**src/hdl/lrtp_pkg.sv**
```systemverilog
// ----------------------------------------------------------------------------
// lrtp_pkg
// Types and constants shared by the LR table parser engine modules.
// ----------------------------------------------------------------------------
package lrtp_pkg;

   localparam int KIND_W   = 2;
   localparam int ROW_W    = 6;
   localparam int COL_W    = 4;
   localparam int CODE_W   = 3;
   localparam int TGT_W    = 6;
   localparam int RIDX_W   = 5;
   localparam int HEAD_W   = 4;
   localparam int LEN_W    = 4;
   localparam int TOK_W    = 4;

   localparam int EV_W     = 2;
   localparam int RULE_W   = 5;
   localparam int STATE_W  = 6;
   localparam int DEPTH_W  = 7;
   localparam int CAUSE_W  = 3;

   localparam int ENTRY_W  = CODE_W + TGT_W;
   localparam int RSTORE_W = HEAD_W + LEN_W;

   localparam int RED_W = 6;
   localparam logic [RED_W-1:0] RED_LIMIT = 6'd63;

   localparam int REQ_ROW_LSB   = 0;
   localparam int REQ_COL_LSB   = REQ_ROW_LSB + ROW_W;
   localparam int REQ_CODE_LSB  = REQ_COL_LSB + COL_W;
   localparam int REQ_TGT_LSB   = REQ_CODE_LSB + CODE_W;
   localparam int REQ_RIDX_LSB  = REQ_TGT_LSB + TGT_W;
   localparam int REQ_HEAD_LSB  = REQ_RIDX_LSB + RIDX_W;
   localparam int REQ_LEN_LSB   = REQ_HEAD_LSB + HEAD_W;
   localparam int REQ_TOK_LSB   = REQ_LEN_LSB + LEN_W;
   localparam int REQ_FIELDS_W  = REQ_TOK_LSB + TOK_W;
   localparam int REQ_DATA_W    = ((REQ_FIELDS_W + 7) / 8) * 8;

   localparam int RSP_RULE_LSB  = 0;
   localparam int RSP_STATE_LSB = RSP_RULE_LSB + RULE_W;
   localparam int RSP_DEPTH_LSB = RSP_STATE_LSB + STATE_W;
   localparam int RSP_CAUSE_LSB = RSP_DEPTH_LSB + DEPTH_W;
   localparam int RSP_FIELDS_W  = RSP_CAUSE_LSB + CAUSE_W;
   localparam int RSP_DATA_W    = ((RSP_FIELDS_W + 7) / 8) * 8;
   localparam int RSP_PAD_W     = RSP_DATA_W - RSP_FIELDS_W;

   typedef enum logic [KIND_W-1:0] {
      KIND_ENTRY = 2'd0,
      KIND_RULE  = 2'd1,
      KIND_START = 2'd2,
      KIND_TOKEN = 2'd3
   } kind_type;

   typedef enum logic [CODE_W-1:0] {
      CODE_EMPTY  = 3'd0,
      CODE_SHIFT  = 3'd1,
      CODE_REDUCE = 3'd2,
      CODE_ACCEPT = 3'd3,
      CODE_GOTO   = 3'd4
   } code_type;

   typedef enum logic [EV_W-1:0] {
      EV_SHIFT  = 2'd0,
      EV_REDUCE = 2'd1,
      EV_ACCEPT = 2'd2,
      EV_ERROR  = 2'd3
   } ev_type;

   typedef enum logic [CAUSE_W-1:0] {
      CAUSE_NONE      = 3'd0,
      CAUSE_EMPTY     = 3'd1,
      CAUSE_OVERFLOW  = 3'd2,
      CAUSE_UNDERFLOW = 3'd3,
      CAUSE_LIMIT     = 3'd4
   } cause_type;

   typedef enum logic [1:0] {
      PS_RUNNING  = 2'd0,
      PS_ACCEPTED = 2'd1,
      PS_FAILED   = 2'd2
   } pstat_type;

   typedef enum logic [2:0] {
      ST_IDLE   = 3'd0,
      ST_ACT_RD = 3'd1,
      ST_ACT    = 3'd2,
      ST_RULE   = 3'd3,
      ST_UNDER  = 3'd4,
      ST_GOTO   = 3'd5
   } fsm_type;

   typedef struct packed {
      kind_type            kind;
      logic [ROW_W-1:0]    row;
      logic [COL_W-1:0]    column;
      logic [CODE_W-1:0]   entry_code;
      logic [TGT_W-1:0]    entry_target;
      logic [RIDX_W-1:0]   rule_index;
      logic [HEAD_W-1:0]   rule_head;
      logic [LEN_W-1:0]    rule_length;
      logic [TOK_W-1:0]    token;
   } req_type;

   typedef struct packed {
      logic      take;
      logic      act_rd;
      logic      rule_rd;
      logic      under_rd;
      logic      goto_rd;
      logic      shift;
      logic      accept;
      logic      reduce;
      logic      fail;
      cause_type cause;
   } cmd_type;

   typedef struct packed {
      logic     running;
      code_type act_code;
      logic     act_oob;
      logic     tgt_bad;
      logic     red_limit;
      logic     stack_full;
      logic     len_under;
      logic     grow_full;
      logic     goto_ok;
      logic     out_free;
   } stat_type;

endpackage

```
**src/hdl/lrtp_ctrl.sv**
```systemverilog
// ----------------------------------------------------------------------------
// lrtp_ctrl
// Parse sequencer: steps each token through table, rule, stack and goto reads.
// ----------------------------------------------------------------------------
module lrtp_ctrl
   import lrtp_pkg::*;
(
   input  logic     clock,
   input  logic     reset,
   input  logic     req_tvalid,
   output logic     req_tready,
   input  kind_type req_kind,
   input  stat_type stat,
   output cmd_type  cmd
);

   fsm_type state_ff;
   fsm_type state_in;

   always_ff @(posedge clock) begin
      if (reset) begin
         state_ff <= ST_IDLE;
      end else begin
         state_ff <= state_in;
      end
   end

   always_comb begin
      cmd        = '0;
      req_tready = 1'b0;
      unique case (state_ff)
         ST_IDLE: begin
            req_tready = 1'b1;
            cmd.take   = req_tvalid;
         end
         ST_ACT_RD: begin
            cmd.act_rd = 1'b1;
         end
         ST_ACT: begin
            if (stat.act_oob) begin
               cmd.fail  = stat.out_free;
               cmd.cause = CAUSE_EMPTY;
            end else begin
               unique case (stat.act_code)
                  CODE_SHIFT: begin
                     if (stat.stack_full) begin
                        cmd.fail  = stat.out_free;
                        cmd.cause = CAUSE_OVERFLOW;
                     end else begin
                        cmd.shift = stat.out_free;
                     end
                  end
                  CODE_ACCEPT: begin
                     cmd.accept = stat.out_free;
                  end
                  CODE_REDUCE: begin
                     priority if (stat.tgt_bad) begin
                        cmd.fail  = stat.out_free;
                        cmd.cause = CAUSE_EMPTY;
                     end else if (stat.red_limit) begin
                        cmd.fail  = stat.out_free;
                        cmd.cause = CAUSE_LIMIT;
                     end else begin
                        cmd.rule_rd = 1'b1;
                     end
                  end
                  default: begin
                     cmd.fail  = stat.out_free;
                     cmd.cause = CAUSE_EMPTY;
                  end
               endcase
            end
         end
         ST_RULE: begin
            priority if (stat.len_under) begin
               cmd.fail  = stat.out_free;
               cmd.cause = CAUSE_UNDERFLOW;
            end else if (stat.grow_full) begin
               cmd.fail  = stat.out_free;
               cmd.cause = CAUSE_OVERFLOW;
            end else begin
               cmd.under_rd = 1'b1;
            end
         end
         ST_UNDER: begin
            cmd.goto_rd = 1'b1;
         end
         ST_GOTO: begin
            if (stat.goto_ok) begin
               cmd.reduce = stat.out_free;
            end else begin
               cmd.fail  = stat.out_free;
               cmd.cause = CAUSE_UNDERFLOW;
            end
         end
         default: begin
            cmd = '0;
         end
      endcase
   end

   always_comb begin
      state_in = state_ff;
      unique case (state_ff)
         ST_IDLE: begin
            if (cmd.take && req_kind == KIND_TOKEN && stat.running) begin
               state_in = ST_ACT_RD;
            end
         end
         ST_ACT_RD: begin
            state_in = ST_ACT;
         end
         ST_ACT: begin
            priority if (cmd.fail || cmd.shift || cmd.accept) begin
               state_in = ST_IDLE;
            end else if (cmd.rule_rd) begin
               state_in = ST_RULE;
            end else begin
               state_in = ST_ACT;
            end
         end
         ST_RULE: begin
            priority if (cmd.fail) begin
               state_in = ST_IDLE;
            end else if (cmd.under_rd) begin
               state_in = ST_UNDER;
            end else begin
               state_in = ST_RULE;
            end
         end
         ST_UNDER: begin
            state_in = ST_GOTO;
         end
         ST_GOTO: begin
            priority if (cmd.fail) begin
               state_in = ST_IDLE;
            end else if (cmd.reduce) begin
               state_in = ST_ACT_RD;
            end else begin
               state_in = ST_GOTO;
            end
         end
         default: begin
            state_in = ST_IDLE;
         end
      endcase
   end

endmodule

```
**config.mk**
```make
export PLATFORM = sky130hd
export DESIGN_NAME = lrtp_ctrl
export DESIGN_NICKNAME = d
export VERILOG_FILES = /design/src/hdl/lrtp_pkg.sv /design/src/hdl/lrtp_ctrl.sv
export SDC_FILE = /design/constraint.sdc
export NUM_CORES = 1
export LEC_CHECK = 0
export BUFFER_PORTS_ARGS = -buffer_cell sky130_fd_sc_hd__buf_2
export CELL_PAD_IN_SITES_DETAIL_PLACEMENT = 1
export CELL_PAD_IN_SITES_GLOBAL_PLACEMENT = 1
export CORE_MARGIN = 2
export CORE_UTILIZATION = 26
export DETAILED_ROUTE_END_ITERATION = 16
export GPL_ROUTABILITY_DRIVEN = 0
export PLACE_DENSITY = 0.87
export SETUP_SLACK_MARGIN = 0.15
export SLEW_MARGIN = 0
export SYNTH_ARGS = -nofsm -noshare
export SYNTH_HDL_FRONTEND = slang
export SYNTH_SLANG_ARGS = --single-unit
export TNS_END_PERCENT = 30
```
**constraint.sdc**
```tcl
create_clock -name clock -period 3.68 [get_ports clock]
set_clock_uncertainty 0.1 [all_clocks]
set_input_delay 0.552 -clock clock [delete_from_list [all_inputs] [get_ports clock]]
set_output_delay 0.552 -clock clock [all_outputs]
set_load 0.02 [all_outputs]
```
* Word-level counts from Yosys, hierarchy flattened
Cells that the tools add are included.
Word-level totals: register bits after elaboration 3, latch bits 0, RAM bits 0, ROM bits 0, bits of input ports 17, output and inout port bits 13, logic and storage cells 52, memories 0
Operators by class: add/subtract/negate cells 0, multiply operators 0, div/mod/pow operators 0, magnitude comparators 0, equality and inequality tests 10, shift-type cells 0, muxes and demuxes 36, bitwise logic cells 0, reduce and logical (&&, ||, !) cells 5
Operators by type and width (count):
- $mux W4 | 7
- $pmux W4 S3 | 2
- $mux W1 | 18
- $pmux W3 S6 | 1
- $mux W3 | 5
- $eq A3 B2 Y1 const B | 4
- $eq A3 B1 Y1 const B | 2
- $eq A3 B3 Y1 const B | 2
- $mux W2 | 3
- $logic_not A3 Y1 | 1
- $eq A2 B2 Y1 const B | 1
- $logic_and A1 B1 Y1 | 2
- $logic_or A1 B1 Y1 | 2
- $ne A2 B2 Y1 const B | 1

* Longest topological paths before layout
depth in word-level cells 9, depth in mapped cells 5, mapped depth without buffers 4

* Least setup slack after synthesis
OpenSTA, ideal clock, no wires.
path type input-to-output, start point input port stat[10] in the netlist's numbering, end point output port cmd[6] in the netlist's numbering, data arrival time 1.508 ns, required time 3.028 ns, setup slack 1.520 ns, stages on the path 4, buffers on the path 0, cell sequence nor3_1 > and2_4 > nand3_1 > nor3_1
RTL lines:
- from (decl) | RTL line lrtp_ctrl.sv:13 | input stat_type stat,
- to (decl) | RTL line lrtp_ctrl.sv:14 | output cmd_type cmd

==> flow_summary.json <==
{
  "busiest_layer": "met2",
  "crit_fanout": 14,
  "die-area_sq_um": 1870,
  "diodes": 0,
  "reg.largest.list": "state_ff (3)",
  "arrival_ns": 1.61,
  "synth_edf_count": 0,
  "critPathLaunchType": "flop",
  "grt_util_met2_pct": 30.1,
  "ys_types": 28,
  "dpl.hpwl_um": 1130,
  "firstDrtPassIters": 3,
  "final_area_sq_um": 566,
  "die_w_um": 43.2,
  "worst_pin_slew_ns": 0.444,
  "clock-root-buffer": "clkbuf_4",
  "ys_ff_latch": 3,
  "p_leak_nw": 0.262,
  "critPathKind": "flop to primary output",
  "num_rows": 14,
  "ir_drop_mv": 0.117,
  "cts_tree": "done",
  "cap_violations": 0,
  "final.fill_count": 209,
  "grt_usage_pct": 16.0,
  "fin_crit_sh_pct": 61.5,
  "path_clk_slew_ns": 0.03,
  "synth_ff_type": "dfxtp_1",
  "drtIter0Drc": 7,
  "ant_nets": 0,
  "cpMostUsedCell": "nor3_1",
  "nets": 106,
  "hold_class": "primary input to flop",
  "cts_buffers": 3,
  "yosysWarningCount": 0,
  "syn_inst": 58,
  "yosysSeqAreaShare_pct": 15.0,
  "rsz0062_at_grt": "no",
  "path_buf_inv": 1,
  "slowest_delay_ns": 0.43,
  "whs_ns": 0.500,
  "grt_util_met1_pct": 15.1,
  "drive_gt1_share_pct": 39.8,
  "antenna_found_initial": 0,
  "syn_to_final_growth_pct": 41.2,
  "drt_wl_total_um": 1350,
  "final_util_pct": 38.4,
  "p_comb_share_pct": 21.9,
  "fin_crit_ns": 2.26,
  "tns_ns": 0,
  "synth_fp_nets": 75,
  "final_cell_mix": "buf_2, nor2_1, nand2b_1",
  "switchingPower_w": 0.0000353,
  "worst_ep_required_time_ns": 3.03,
  "crit_family": "simple AND/OR/NAND/NOR gates",
  "cts.sinks": 3,
  "num_io_pins": 30,
  "post_cts.repair.setup_buffers": 0,
  "viasPerCell": 5.26,
  "grt_pass1_vias": 566,
  "worst_setup_path_end_kind": "primary output",
  "cts-resized-gates": 0,
  "overflow": 0,
  "met3_usage_pct": 2.98,
  "finalSetupViolations": 0,
  "fin_ws_ns": 1.42,
  "port_buffers": 29,
  "switching_share_pct": 29.0,
  "seq_power_share_pct": 28.7,
  "max_flop_register": "state_ff",
  "async_reset_ff_share_pct": 0,
  "cts_hold_buffers": 0,
  "max_freq_mhz": 442,
  "die_y_um": 43.2,
  "max-slew-margin-rel_pct": 70.4,
  "vias": 547,
  "insertion_delay_ns": 0.24,
  "routedWlPerCell_um": 13.0,
  "cpMaxStageDelayCell": "dfxtp_1",
  "pwr-share-clk_pct": 49.4,
  "grt_pass1_wl_um": 2190,
  "crit_chain": "nor3_1, and2_4, nand3_1, nor3_1, buf_2",
  "initial_utilization_pct": 27.2,
  "slew_viol_final": 0,
  "final_common_cell": "buf_2",
  "grt_max_degree": 15,
  "cts_buffer_depth": 2,
  "place_ws_ns": 1.50,
  "syn_avg_cell_area_sq_um": 6.90,
  "hold_viol_final": 0,
  "htree_levels": 1,
  "power_density_nw_per_um2": 215,
  "syn_area_sq_um": 400,
  "drc": 0,
  "core_area_sq_um": 1470,
  "dpl_cell_area_sq_um": 539,
  "p_int_w": 0.0000863,
  "status": "finished clean",
  "largest_reg_flops": 3
}
synthesized netlist by cell type, types with 3 or more instances:
master    count  area [sq um]
nand3_1       3          15.0
nor2_1        6          22.5
nor3_1        4          20.0
a21oi_1       4          20.0
o21ai_0       4          20.0
nand2_1       3          11.3
dfxtp_1       3          60.1
nand2b_1      5          31.3
per-stage QoR:
stage          total power [W]  cells
2_1_floorplan        0.0000463     58
3_3_place_gp         0.0000609    100
3_5_place_dp         0.0000621    100
4_1_cts               0.000123    104
5_1_grt               0.000128    104
6_report              0.000122    104
kinds of logic (layout without fill, tap and decap cells):
kind of cell	Yosys count	count (layout)	synth area share, %
AO/OA/AOI/OAI	14	14	21.6
buffers and inverters	5	35	8.44
flip-flops	3	3	15.0
AND/OR/NAND/NOR	36	36	55.0
worst min-delay path, stage by stage:
cell and delay, ns:
buf_2 0.07, a221oi_1 0.06, o31a_1 0.10
routing by layer:
metal	vias up	routed length [um]
li1	274	-
met5	-	0
met2	20	688
met3	3	85
met1	250	548
met4	0	25
power groups by stage:
stage	Clock [W]	Combinational (W)	Sequential (W)
global placement	0	0.0000256	0.0000353
CTS	0.0000614	0.0000269	0.0000348
finish	0.0000600	0.0000267	0.0000348
global route	0.0000637	0.0000295	0.0000350
detailed placement	0	0.0000268	0.0000353
floorplan	0	0.0000122	0.0000341
final cells by class:
type,count,area (sq um),area share [%]
multi-input combinational,50,307,54.2
clock buffer,4,26.3,4.65
sequential,3,60.1,10.6
tap,16,20.0,3.54
inverter,2,7.51,1.33
timing repair buffer,29,145,25.7
final timing paths:
| check | startpoint | slack [ns] | depth (start not counted) | endpoint |
|---|---|---|---|---|
| hold / removal | reset | 0.50 | 3 | state_ff[0] |
| setup / recovery | state_ff[0] | 1.42 | 5 | cmd[6] |
| setup reg to reg | state_ff[0] | 2.10 | 4 | state_ff[0] |
| hold reg to reg | state_ff[2] | 0.65 | 2 | state_ff[1] |
(Power assumes the default switching activity.)
